**src/sv/tssp_pkg.sv**
```systemverilog
// Shared types, constants and helpers of the stepping-stone pivot block.
// Used by tssp_ctrl, tssp_dp and transport_stepping_stone_pivot; no dependencies.
`default_nettype none

package tssp_pkg;

   localparam int N_SUP   = 8;
   localparam int N_CLI   = 8;
   localparam int N_ARCS  = 16;
   localparam int N_NODES = 16;
   localparam int AMT_W   = 31;
   localparam logic [AMT_W-1:0] AMT_MAX = '1;

   // Item kinds.
   localparam logic [2:0] KIND_CLEAR = 3'd0;
   localparam logic [2:0] KIND_ADD   = 3'd1;
   localparam logic [2:0] KIND_WRITE = 3'd2;
   localparam logic [2:0] KIND_READ  = 3'd3;
   localparam logic [2:0] KIND_PIVOT = 3'd4;

   // Result status codes.
   localparam logic [1:0] STAT_OK     = 2'd0;
   localparam logic [1:0] STAT_NOPATH = 2'd1;
   localparam logic [1:0] STAT_NOLEAV = 2'd2;
   localparam logic [1:0] STAT_RANGE  = 2'd3;

   // Configuration register indexes.
   localparam logic CSR_NSUP = 1'b0;
   localparam logic CSR_NCLI = 1'b1;

   typedef enum logic [3:0] {
      S_IDLE, S_DECODE, S_RD_TAKE, S_POP, S_SCAN, S_WALK,
      S_TH_RD, S_TH_TAKE, S_UP_RD, S_UP_WR, S_LV_RD, S_LV_TAKE, S_DONE
   } state_type;

   typedef enum logic [4:0] {
      CMD_NONE, CMD_LOAD, CMD_CLEAR, CMD_ADD, CMD_WRITE, CMD_ERR,
      CMD_RD_ISSUE, CMD_RD_TAKE, CMD_SRCH_INIT, CMD_POP, CMD_SCAN,
      CMD_NOPATH, CMD_WALK_INIT, CMD_WALK, CMD_TH_INIT, CMD_TH_TAKE,
      CMD_UP_WRITE, CMD_LV_TAKE, CMD_EMIT
   } cmd_type;

   typedef struct packed {
      logic [2:0] kind;
      logic       bad;
      logic       full;
      logic       too_big;
      logic       q_go;
      logic       dst_seen;
      logic       k_go;
      logic       at_root;
      logic       step1_more;
      logic       step2_more;
      logic       rd_zero;
      logic       rsp_free;
   } flags_type;

   function automatic logic [3:0] clamp_cfg(input logic [3:0] v, input logic [3:0] hi);
      logic [3:0] r;
      r = v;
      if (v == 4'd0) begin
         r = 4'd1;
      end else if (v > hi) begin
         r = hi;
      end
      return r;
   endfunction

endpackage

`default_nettype wire

```
**src/sv/tssp_ctrl.sv**
```systemverilog
// Controller state machine of the stepping-stone pivot block.
// Depends on tssp_pkg; drives tssp_dp through one command per cycle.
`default_nettype none

module tssp_ctrl
   import tssp_pkg::*;
(
   input  wire logic      clock,
   input  wire logic      reset,
   input  wire logic      req_tvalid,
   output logic           req_tready,
   input  wire flags_type flags,
   output cmd_type        cmd
);

   state_type state_ff, state_in;

   always_ff @(posedge clock) begin
      if (reset) begin
         state_ff <= S_IDLE;
      end else begin
         state_ff <= state_in;
      end
   end

   always_comb begin
      state_in = state_ff;
      unique case (state_ff)
         S_IDLE: begin
            if (req_tvalid) state_in = S_DECODE;
         end
         S_DECODE: begin
            state_in = S_DONE;
            if (flags.kind == KIND_READ && !flags.bad) begin
               state_in = S_RD_TAKE;
            end else if (flags.kind == KIND_PIVOT && !flags.bad && !flags.too_big) begin
               state_in = S_POP;
            end
         end
         S_RD_TAKE: state_in = S_DONE;
         S_POP: begin
            priority if (flags.q_go) begin
               state_in = S_SCAN;
            end else if (flags.dst_seen) begin
               state_in = S_WALK;
            end else begin
               state_in = S_DONE;
            end
         end
         S_SCAN: begin
            if (!flags.k_go) state_in = S_POP;
         end
         S_WALK: begin
            if (flags.at_root) state_in = S_TH_RD;
         end
         S_TH_RD: state_in = S_TH_TAKE;
         S_TH_TAKE: state_in = flags.step2_more ? S_TH_RD : S_UP_RD;
         S_UP_RD: state_in = S_UP_WR;
         S_UP_WR: state_in = flags.step1_more ? S_UP_RD : S_LV_RD;
         S_LV_RD: state_in = S_LV_TAKE;
         S_LV_TAKE: begin
            if (flags.rd_zero || !flags.step2_more) begin
               state_in = S_DONE;
            end else begin
               state_in = S_LV_RD;
            end
         end
         S_DONE: begin
            if (flags.rsp_free) state_in = S_IDLE;
         end
         default: state_in = S_IDLE;
      endcase
   end

   always_comb begin
      cmd        = CMD_NONE;
      req_tready = 1'b0;
      unique case (state_ff)
         S_IDLE: begin
            // No transaction is taken while reset is held.
            req_tready = !reset;
            if (req_tvalid && !reset) cmd = CMD_LOAD;
         end
         S_DECODE: begin
            unique case (flags.kind)
               KIND_CLEAR: cmd = CMD_CLEAR;
               KIND_ADD:   cmd = (flags.bad || flags.full) ? CMD_ERR : CMD_ADD;
               KIND_WRITE: cmd = flags.bad ? CMD_ERR : CMD_WRITE;
               KIND_READ:  cmd = flags.bad ? CMD_ERR : CMD_RD_ISSUE;
               KIND_PIVOT: cmd = (flags.bad || flags.too_big) ? CMD_ERR : CMD_SRCH_INIT;
               default:    cmd = CMD_NONE;
            endcase
         end
         S_RD_TAKE: cmd = CMD_RD_TAKE;
         S_POP: begin
            priority if (flags.q_go) begin
               cmd = CMD_POP;
            end else if (flags.dst_seen) begin
               cmd = CMD_WALK_INIT;
            end else begin
               cmd = CMD_NOPATH;
            end
         end
         S_SCAN: cmd = flags.k_go ? CMD_SCAN : CMD_NONE;
         S_WALK: cmd = flags.at_root ? CMD_TH_INIT : CMD_WALK;
         S_TH_TAKE: cmd = CMD_TH_TAKE;
         S_UP_WR: cmd = CMD_UP_WRITE;
         S_LV_TAKE: cmd = CMD_LV_TAKE;
         S_DONE: cmd = flags.rsp_free ? CMD_EMIT : CMD_NONE;
         default: cmd = CMD_NONE;
      endcase
   end

endmodule

`default_nettype wire

```
**src/sv/tssp_dp.sv**
```systemverilog
// Datapath of the stepping-stone pivot block: basis, cell memory, search scratch,
// cycle list and result registers. Depends on tssp_pkg; commanded by tssp_ctrl.
`default_nettype none

module tssp_dp
   import tssp_pkg::*;
(
   input  wire logic        clock,
   input  wire logic        reset,
   input  wire cmd_type     cmd,
   output flags_type        flags,
   input  wire logic [39:0] req_tdata,
   output logic             rsp_tvalid,
   input  wire logic        rsp_tready,
   output logic [71:0]      rsp_tdata,
   input  wire logic        csr_we,
   input  wire logic        csr_addr,
   input  wire logic [3:0]  csr_wdata
);

   logic [3:0] nsup_ff, ncli_ff;
   logic [2:0] kind_ff, row_ff, col_ff;
   logic [AMT_W-1:0] value_ff;

   logic [2:0] arc_r_ff [N_ARCS];
   logic [2:0] arc_c_ff [N_ARCS];
   logic [4:0] arc_cnt_ff;

   logic [AMT_W-1:0] mem [64];
   logic [63:0]      vld_ff;
   logic [AMT_W-1:0] mem_rd_ff;
   logic             vld_rd_ff;

   logic [3:0]  parent_ff [N_NODES];
   logic [3:0]  queue_ff  [N_NODES];
   logic [15:0] seen_ff;
   logic [4:0]  head_ff, tail_ff, k_ff;
   logic [3:0]  u_ff, cur_ff;
   logic [5:0]  path_ff [16];
   logic [4:0]  plen_ff, e_ff;
   logic [AMT_W-1:0] theta_ff;

   logic [1:0]       res_status_ff;
   logic [2:0]       res_lrow_ff, res_lcol_ff;
   logic [AMT_W-1:0] res_rdval_ff;

   logic             rsp_valid_ff;
   logic [71:0]      rsp_data_ff;

   logic [4:0] dst5, nplusm, cc5;
   logic [3:0] dst, arc_a, arc_cn, nb, up;
   logic [4:0] pidx;
   logic [5:0] cell_e, cell_walk, rd_addr, wr_addr;
   logic [AMT_W-1:0] rd_val, wr_val, up_val;
   logic       wr_en, arc_ok, nb_hit, row_ok, col_ok;
   logic [2:0] cur_col, up_col;

   assign dst5   = {1'b0, nsup_ff} + {2'b00, col_ff};
   assign dst    = dst5[3:0];
   assign nplusm = {1'b0, nsup_ff} + {1'b0, ncli_ff};
   assign row_ok = {1'b0, row_ff} < nsup_ff;
   assign col_ok = {1'b0, col_ff} < ncli_ff;
   assign rd_val = vld_rd_ff ? mem_rd_ff : '0;

   // Cycle cell e: the entering cell first, then the walked path in reverse.
   assign pidx   = plen_ff - e_ff;
   assign cell_e = (e_ff == 5'd0) ? {row_ff, col_ff} : path_ff[pidx[3:0]];

   // Neighbor of the popped node over arc k, if the arc is live and touches it.
   assign arc_a  = {1'b0, arc_r_ff[k_ff[3:0]]};
   assign cc5    = {1'b0, nsup_ff} + {2'b00, arc_c_ff[k_ff[3:0]]};
   assign arc_cn = cc5[3:0];
   assign arc_ok = (arc_a < nsup_ff) && ({1'b0, arc_c_ff[k_ff[3:0]]} < ncli_ff);
   always_comb begin
      nb     = arc_cn;
      nb_hit = 1'b0;
      if (arc_ok) begin
         if (u_ff == arc_a) begin
            nb     = arc_cn;
            nb_hit = 1'b1;
         end else if (u_ff == arc_cn) begin
            nb     = arc_a;
            nb_hit = 1'b1;
         end
      end
   end

   // Path edge between cur and its parent.
   assign up      = parent_ff[cur_ff];
   assign cur_col = 3'(cur_ff - nsup_ff);
   assign up_col  = 3'(up - nsup_ff);
   assign cell_walk = (cur_ff < nsup_ff) ? {cur_ff[2:0], up_col} : {up[2:0], cur_col};

   always_comb begin
      if (e_ff[0]) begin
         up_val = (rd_val < theta_ff) ? '0 : rd_val - theta_ff;
      end else begin
         up_val = (rd_val > AMT_MAX - theta_ff) ? AMT_MAX : rd_val + theta_ff;
      end
   end

   assign rd_addr = (cmd == CMD_RD_ISSUE) ? {row_ff, col_ff} : cell_e;
   assign wr_en   = (cmd == CMD_WRITE) || (cmd == CMD_UP_WRITE);
   assign wr_addr = (cmd == CMD_WRITE) ? {row_ff, col_ff} : cell_e;
   assign wr_val  = (cmd == CMD_WRITE) ? value_ff : up_val;

   always_ff @(posedge clock) begin
      if (wr_en) mem[wr_addr] <= wr_val;
      mem_rd_ff <= mem[rd_addr];
   end

   always_ff @(posedge clock) begin
      if (reset) begin
         vld_ff    <= '0;
         vld_rd_ff <= 1'b0;
      end else begin
         if (wr_en) vld_ff[wr_addr] <= 1'b1;
         vld_rd_ff <= vld_ff[rd_addr];
      end
   end

   always_ff @(posedge clock) begin
      if (reset) begin
         nsup_ff <= 4'd1;
         ncli_ff <= 4'd1;
      end else if (csr_we) begin
         unique case (csr_addr)
            CSR_NSUP: nsup_ff <= clamp_cfg(csr_wdata, 4'(N_SUP));
            CSR_NCLI: ncli_ff <= clamp_cfg(csr_wdata, 4'(N_CLI));
            default: ;
         endcase
      end
   end

   always_ff @(posedge clock) begin
      if (reset) begin
         arc_cnt_ff   <= '0;
         rsp_valid_ff <= 1'b0;
      end else begin
         if (cmd == CMD_CLEAR) arc_cnt_ff <= '0;
         if (cmd == CMD_ADD) arc_cnt_ff <= arc_cnt_ff + 5'd1;
         if (cmd == CMD_EMIT) begin
            rsp_valid_ff <= 1'b1;
         end else if (rsp_tready) begin
            rsp_valid_ff <= 1'b0;
         end
      end
   end

   always_ff @(posedge clock) begin
      unique case (cmd)
         CMD_LOAD: begin
            kind_ff       <= req_tdata[2:0];
            row_ff        <= req_tdata[5:3];
            col_ff        <= req_tdata[8:6];
            value_ff      <= req_tdata[39:9];
            res_status_ff <= STAT_OK;
            res_lrow_ff   <= '0;
            res_lcol_ff   <= '0;
            res_rdval_ff  <= '0;
            theta_ff      <= '0;
         end
         CMD_ADD: begin
            arc_r_ff[arc_cnt_ff[3:0]] <= row_ff;
            arc_c_ff[arc_cnt_ff[3:0]] <= col_ff;
         end
         CMD_ERR: res_status_ff <= STAT_RANGE;
         CMD_RD_TAKE: res_rdval_ff <= rd_val;
         CMD_SRCH_INIT: begin
            queue_ff[0]                <= {1'b0, row_ff};
            parent_ff[{1'b0, row_ff}]  <= {1'b0, row_ff};
            seen_ff                    <= 16'(1) << row_ff;
            head_ff                    <= 5'd0;
            tail_ff                    <= 5'd1;
         end
         CMD_POP: begin
            u_ff    <= queue_ff[head_ff[3:0]];
            head_ff <= head_ff + 5'd1;
            k_ff    <= 5'd0;
         end
         CMD_SCAN: begin
            k_ff <= k_ff + 5'd1;
            if (nb_hit && !seen_ff[nb] && tail_ff < 5'(N_NODES)) begin
               seen_ff[nb]              <= 1'b1;
               parent_ff[nb]            <= u_ff;
               queue_ff[tail_ff[3:0]]   <= nb;
               tail_ff                  <= tail_ff + 5'd1;
            end
         end
         CMD_NOPATH: res_status_ff <= STAT_NOPATH;
         CMD_WALK_INIT: begin
            cur_ff  <= dst;
            plen_ff <= 5'd0;
         end
         CMD_WALK: begin
            path_ff[plen_ff[3:0]] <= cell_walk;
            plen_ff               <= plen_ff + 5'd1;
            cur_ff                <= up;
         end
         CMD_TH_INIT: e_ff <= 5'd1;
         CMD_TH_TAKE: begin
            if (e_ff == 5'd1 || rd_val < theta_ff) theta_ff <= rd_val;
            e_ff <= flags.step2_more ? e_ff + 5'd2 : 5'd0;
         end
         CMD_UP_WRITE: e_ff <= flags.step1_more ? e_ff + 5'd1 : 5'd1;
         CMD_LV_TAKE: begin
            if (rd_val == '0) begin
               res_status_ff <= STAT_OK;
               res_lrow_ff   <= cell_e[5:3];
               res_lcol_ff   <= cell_e[2:0];
            end else if (!flags.step2_more) begin
               res_status_ff <= STAT_NOLEAV;
            end
            e_ff <= e_ff + 5'd2;
         end
         CMD_EMIT: begin
            rsp_data_ff <= {2'b00, res_rdval_ff, res_lcol_ff, res_lrow_ff,
                            theta_ff, res_status_ff};
         end
         default: ;
      endcase
   end

   always_comb begin
      flags.kind       = kind_ff;
      flags.bad        = !(row_ok && col_ok);
      flags.full       = arc_cnt_ff >= 5'(N_ARCS);
      flags.too_big    = nplusm > 5'(N_NODES);
      flags.q_go       = (head_ff < tail_ff) && !seen_ff[dst];
      flags.dst_seen   = seen_ff[dst];
      flags.k_go       = k_ff < arc_cnt_ff;
      flags.at_root    = cur_ff == {1'b0, row_ff};
      flags.step1_more = e_ff < plen_ff;
      flags.step2_more = ({1'b0, e_ff} + 6'd2) <= {1'b0, plen_ff};
      flags.rd_zero    = rd_val == '0;
      flags.rsp_free   = !rsp_valid_ff || rsp_tready;
   end

   assign rsp_tvalid = rsp_valid_ff;
   assign rsp_tdata  = rsp_data_ff;

   a_arc_cnt: assert property (@(posedge clock) disable iff (reset)
      arc_cnt_ff <= 5'(N_ARCS)) else $error("arc count beyond basis size");
   a_head_tail: assert property (@(posedge clock) disable iff (reset)
      cmd == CMD_POP |-> head_ff < tail_ff) else $error("queue popped while empty");
   a_emit: assert property (@(posedge clock) disable iff (reset)
      cmd == CMD_EMIT |=> rsp_valid_ff) else $error("result not presented");
   a_emit_free: assert property (@(posedge clock) disable iff (reset)
      cmd == CMD_EMIT |-> (!rsp_valid_ff || rsp_tready))
      else $error("result overwritten before taken");

endmodule

`default_nettype wire

```
**src/sv/transport_stepping_stone_pivot.sv**
```systemverilog
// Top level of the stepping-stone pivot block of the transportation method.
// Depends on tssp_pkg, tssp_ctrl and tssp_dp.
//
// Items enter on the req_ stream and each gives exactly one result transaction
// on the rsp_ stream. Items clear or append basis arcs, write or read one of
// 64 allocation cells, or pivot on an entering cell. The csr_ port sets the
// rows and columns in use; write it only while the block is idle.
// One item is worked on at a time. A pivot runs a breadth-first search that
// visits each reached node once and scans every basis arc for it, then walks
// the path back one edge at a time, and makes theta, update and leaving-cell
// passes over the cell memory, which has one read port and one write port.
// Reset empties the basis, makes every cell read as zero and sets both sizes to one.
// A finished result waits in an output register; while the receiver stalls
// the block holds it and takes no further item once the next result is done.
`default_nettype none

module transport_stepping_stone_pivot
   import tssp_pkg::*;
(
   input  wire logic        clock,
   input  wire logic        reset,
   input  wire logic        req_tvalid,
   output logic             req_tready,
   input  wire logic [39:0] req_tdata,  // kind[2:0], row[5:3], col[8:6], value[39:9]
   output logic             rsp_tvalid,
   input  wire logic        rsp_tready,
   output logic [71:0]      rsp_tdata,  // status[1:0], theta[32:2], leave_row[35:33],
                                        // leave_col[38:36], read_value[69:39], zeros
   input  wire logic        csr_we,
   input  wire logic        csr_addr,
   input  wire logic [3:0]  csr_wdata
);

   cmd_type   cmd;
   flags_type flags;

   tssp_ctrl u_ctrl (
      .clock      (clock),
      .reset      (reset),
      .req_tvalid (req_tvalid),
      .req_tready (req_tready),
      .flags      (flags),
      .cmd        (cmd)
   );

   tssp_dp u_dp (
      .clock      (clock),
      .reset      (reset),
      .cmd        (cmd),
      .flags      (flags),
      .req_tdata  (req_tdata),
      .rsp_tvalid (rsp_tvalid),
      .rsp_tready (rsp_tready),
      .rsp_tdata  (rsp_tdata),
      .csr_we     (csr_we),
      .csr_addr   (csr_addr),
      .csr_wdata  (csr_wdata)
   );

endmodule

`default_nettype wire

```
**config.mk**
```make
export PLATFORM = sky130hd
export DESIGN_NAME = transport_stepping_stone_pivot
export DESIGN_NICKNAME = d
export VERILOG_FILES = /design/src/sv/tssp_pkg.sv /design/src/sv/tssp_ctrl.sv /design/src/sv/tssp_dp.sv /design/src/sv/transport_stepping_stone_pivot.sv
export SDC_FILE = /design/constraint.sdc
export NUM_CORES = 2
export LEC_CHECK = 0
export ABC_AREA = 1
export BUFFER_PORTS_ARGS = -buffer_cell sky130_fd_sc_hd__buf_2
export CORE_MARGIN = 2
export CORE_UTILIZATION = 55
export CTS_BUF_LIST = sky130_fd_sc_hd__clkbuf_8
export DETAILED_ROUTE_END_ITERATION = 12
export PLACE_DENSITY = 0.79
export SETUP_SLACK_MARGIN = 0.5
export SLEW_MARGIN = 20
export SYNTH_ARGS = -nofsm -noshare
export SYNTH_HDL_FRONTEND = slang
export SYNTH_SLANG_ARGS = --single-unit
```
**constraint.sdc**
```tcl
create_clock -name clock -period 8.6 [get_ports clock]
set_input_delay 0.86 -clock clock [delete_from_list [all_inputs] [get_ports clock]]
set_output_delay 0.86 -clock clock [all_outputs]
set_load 0.005 [all_outputs]
```
==> metrics list <==
* Synthesis-stage register bit count: 2655
- Half-perimeter wire length of the detailed placement result: 188000 um
- Leakage component of the power: ~0.048 uW
- Normalized max-slew margin: 0.169
* Synthesized area per cell: between 10 and 15 um2
- TritonCTS created roughly 420 clock buffers.
- The initial antenna violation count was 11.
- The worst setup path is of the register to register kind.
- Warnings from Yosys: 0
- VDD sags by at most 0.000781 V.
- Critical Path RT: slightly above 9000 ps
- The cell count after synthesis came out at 10200.
* Clock latency at the later pin of the worst-skew pair: 1120 ps
- Primary FF master, synth: sky130_fd_sc_hd__edfxtp_1
- Vias in the first global route: roughly 79000
- STA classifies the critical path endpoint as a register.
- Antenna violation net count after detailed routing: 0
- Die W: around 460 um
* First-pass iteration count of the detailed router: 10
- At the pin with the least slew margin, the transition time is 1240 ps.
* Number of H-tree branching levels: 5
- Start point of the worst min-delay path: csr_wdata[1]
* Post-route DRC violation count: 0
- The die is 458 um tall.
- Resized Gates After CTS: 0
* Die outline area: roughly 210000 um2
- Minimum hold slack: 143 ps
* Clock transition at path regs: about 60 ps
- The initial utilization of the core area, before any placement, comes to 0.553.
* Shortest clock period the worst path allows after layout: 6610 ps
- The first global-routing pass estimated 480000 um of wire.
- Row generation in the floorplan step produced 166 rows.
- The final layout contains between 10000 and 15000 nets.
* Worst Reg2Reg Path Length in Cells: 25
* Crit start category: register
- Number of setup violations in the final report: 0
- Along the worst hold path, the cell count comes to 3.
- TritonCTS clock tree: yes
- GRT Util Overall: 0.303
- Pre-CTS setup slack: 2150 ps
- Dividing the detail-routed wire length by the instance count gives 24.1 um.
* Final worst setup slack: 1990 ps
- For this run the aggregate overflow at the end of global routing stands at 0.
- Fin Setup TNS: 0 ps
* Number of enable-type register cells in the synthesized netlist: approximately 2500
- Synth async-reset ratio: 0
- The first routing iteration left 11400 violations.
- Total chip power: 48600 uW
- The core region is 205000 um2.
* Post-synthesis instance area: 113000 um2
* Maximum number of pins on one net before global-route repair: 186
- Unique masters post-synth: 60
* Layout filler cell count: 15400
- Setup repair after global routing left no endpoint under its margin.
* Sequential share of the synthesized area: 0.693
- Areal power density over the cells: 387 nW/um2
- Final Skew: 139 ps
- Counting along the longest clock path gives a buffer depth of 4.
- Via total after detailed routing: 81000
- Largest fanout of any net on the critical path: 26
- Crit path DAT: 7340 ps
* Min-delay worst type: primary input to register
- Root buffer cell: sky130_fd_sc_hd__clkbuf_8
- From synthesis to final layout, the design area changed by 10.9%.
- I/O Pins: roughly 120
* Via/cell ratio: 6.02
- In the finished design, the share of the clock period the worst path needs comes to 0.769.
* Status: finished clean
- Based on the critical path, the design can be clocked at up to 0.151 GHz.
- Counting tap cells, the placed design contains a total of between 10000 and 15000 instances.
- In the final layout, the share of cells above drive strength 1 is 0.0911.
- Final Max Tran Viols: 0
- The congestion estimate from routability-driven global placement came to 0.971.
- Num Clock Sinks: 2655
* Maximum Capacitance Violations: 0
* Number of hold violations in the final report: 0
- The final layout contains routed wiring with a total length of ~320000 um.
- Number of buffers added on ports: 121
* Count of non-filler cells in the finished layout: roughly 13000
==> placed cells by master (no fill, tap or decap), types with 7 or more instances in the layout <==
cell type,instances
sky130_fd_sc_hd__nand2_1,3201
sky130_fd_sc_hd__edfxtp_1,2533
sky130_fd_sc_hd__nand3_1,898
sky130_fd_sc_hd__nor2_1,790
sky130_fd_sc_hd__inv_1,692
sky130_fd_sc_hd__o21ai_0,545
sky130_fd_sc_hd__clkbuf_8,456
sky130_fd_sc_hd__o211ai_1,321
sky130_fd_sc_hd__buf_4,161
sky130_fd_sc_hd__a21oi_1,159
sky130_fd_sc_hd__dfxtp_1,122
sky130_fd_sc_hd__ha_1,121
sky130_fd_sc_hd__buf_2,120
sky130_fd_sc_hd__clkinv_1,74
sky130_fd_sc_hd__xor2_1,50
sky130_fd_sc_hd__o21ai_1,42
sky130_fd_sc_hd__dlygate4sd3_1,40
sky130_fd_sc_hd__buf_12,40
sky130_fd_sc_hd__clkinv_2,34
sky130_fd_sc_hd__mux2i_1,33
sky130_fd_sc_hd__o221ai_1,28
sky130_fd_sc_hd__nand4_1,27
sky130_fd_sc_hd__a31oi_4,23
sky130_fd_sc_hd__o32ai_1,21
sky130_fd_sc_hd__nor2_4,20
sky130_fd_sc_hd__inv_2,18
sky130_fd_sc_hd__nand2_2,17
sky130_fd_sc_hd__bufinv_16,16
sky130_fd_sc_hd__nor3_1,9
sky130_fd_sc_hd__nor4_1,9
sky130_fd_sc_hd__nor2_2,9
sky130_fd_sc_hd__clkinvlp_4,9
sky130_fd_sc_hd__xnor2_1,8
sky130_fd_sc_hd__or2_2,8
sky130_fd_sc_hd__o22ai_1,7
sky130_fd_sc_hd__fa_1,7
==> worst paths after layout <==
check,to,slack [ps]
max reg2reg,u_dp.parent_ff[5][1]$_DFFE_PP_,1990
min reg2reg,u_dp.rsp_tdata[64]$_DFFE_PP_,370
min,u_dp.nsup_ff[1]$_SDFFE_PP0P_,140
max,u_dp.parent_ff[5][1]$_DFFE_PP_,1990
==> per-layer routing <==
metal	global-route usage	routed length, um	up-vias
li1	-	-	35800
met1	0.385	115000	38700
met2	0.482	151000	5446
met3	0.0570	35800	1057
met4	0.192	22500	2
met5	0	13	-
==> through the flow <==
stage | cell area [um2] | utilization
after CTS | 125000 | 0.613
after global routing | 126000 | 0.614
after global placement | 117000 | 0.572
final | 126000 | 0.614
after floorplan | 113000 | -
after detailed placement | 117000 | 0.572
==> synth_stat cells (all sizes together), types with 6 or more instances <==
cell    number  area, um2
nand2     3224      12200
edfxtp    2533      76100
nand3      904       4550
nor2       819       3120
o21ai      593       2980
inv        563       2120
buf        365       1990
o211ai     324       2450
clkbuf     193        724
a21oi      165        841
dfxtp      122       2440
ha         121       1510
xor2        50        438
mux2i       33        330
a31oi       29        181
o221ai      28        245
nand4       27        169
o32ai       21        184
nor3        11       55.1
nor4         9       56.3
or2          8       50.1
xnor2        8       70.1
fa           7        140
o22ai        7       43.8
a211oi       6       45.0
o21bai       6       45.0
==> flip-flops by register name (all words and copies together), names as in the netlist, 48 cells and up, named ones only <==
register and cells:
u_dp.mem 1984, u_dp.path_ff 96, u_dp.rsp_tdata 70, u_dp.parent_ff 64, u_dp.queue_ff 64, u_dp.vld_ff 64, u_dp.arc_c_ff 48, u_dp.arc_r_ff 48
==> cell families after synthesis <==
group	Yosys count	share of synthesized area
buf+inv	1126	0.0428
mux	33	0.00292
fa+ha+maj	128	0.0146
compound gates	1209	0.0640
simple gates	5008	0.178
xor+xnor	58	0.00448
flops	2655	0.693
other cells	1	0.0000331
==> critical path: stages (launching register included) <==
cell and delay [ps]:
sky130_fd_sc_hd__dfxtp_1 910, sky130_fd_sc_hd__inv_1 600, sky130_fd_sc_hd__o21ai_0 220, sky130_fd_sc_hd__o22ai_1 100
sky130_fd_sc_hd__o211ai_1 280, sky130_fd_sc_hd__nand2_1 200, sky130_fd_sc_hd__fa_1 410, sky130_fd_sc_hd__xnor2_1 340
sky130_fd_sc_hd__nor2_1 70, sky130_fd_sc_hd__nor3b_1 220, sky130_fd_sc_hd__nand3_1 240, sky130_fd_sc_hd__o21ai_0 280
sky130_fd_sc_hd__nand3_2 210, sky130_fd_sc_hd__nand2_2 250, sky130_fd_sc_hd__nand2_1 90, sky130_fd_sc_hd__nand2_1 70
sky130_fd_sc_hd__nand2_1 70, sky130_fd_sc_hd__nand2_1 80, sky130_fd_sc_hd__nand2_1 70, sky130_fd_sc_hd__nand2_1 100
sky130_fd_sc_hd__nor2_2 50, sky130_fd_sc_hd__nand2_2 210, sky130_fd_sc_hd__nand2_1 140, sky130_fd_sc_hd__nand2_1 460
sky130_fd_sc_hd__nand2_1 230, sky130_fd_sc_hd__nor2_1 340
==> power breakdown <==
part	leakage (uW)	internal (uW)	switching (uW)	total (uW)
sequential	0.0240	17400	328	17700
combinational	0.0199	4700	16000	20700
clock	0.00457	5330	4890	10200
total	0.0485	27400	21200	48600
==> area by class of cell <==
type / count / area, um2 / share of cell area
multi-input combinational: 6438 / 30600 / 0.243
clock buffer: 456 / 6280 / 0.0499
clock inverter: 285 / 1600 / 0.0127
timing repair buffer: 367 / 3180 / 0.0253
antenna: 6 / 15.0 / 0.000119
inverter: 568 / 2160 / 0.0172
tap: 2688 / 3360 / 0.0268
sequential: 2655 / 78500 / 0.625
==> what timing repair did <==
item / in CTS / in global routing
setup buffers: 0 / 0
hold buffers: 40 / 0
endpoints found under the hold margin: 40 / 0
Note: power is estimated with default switching activity, not from simulation.
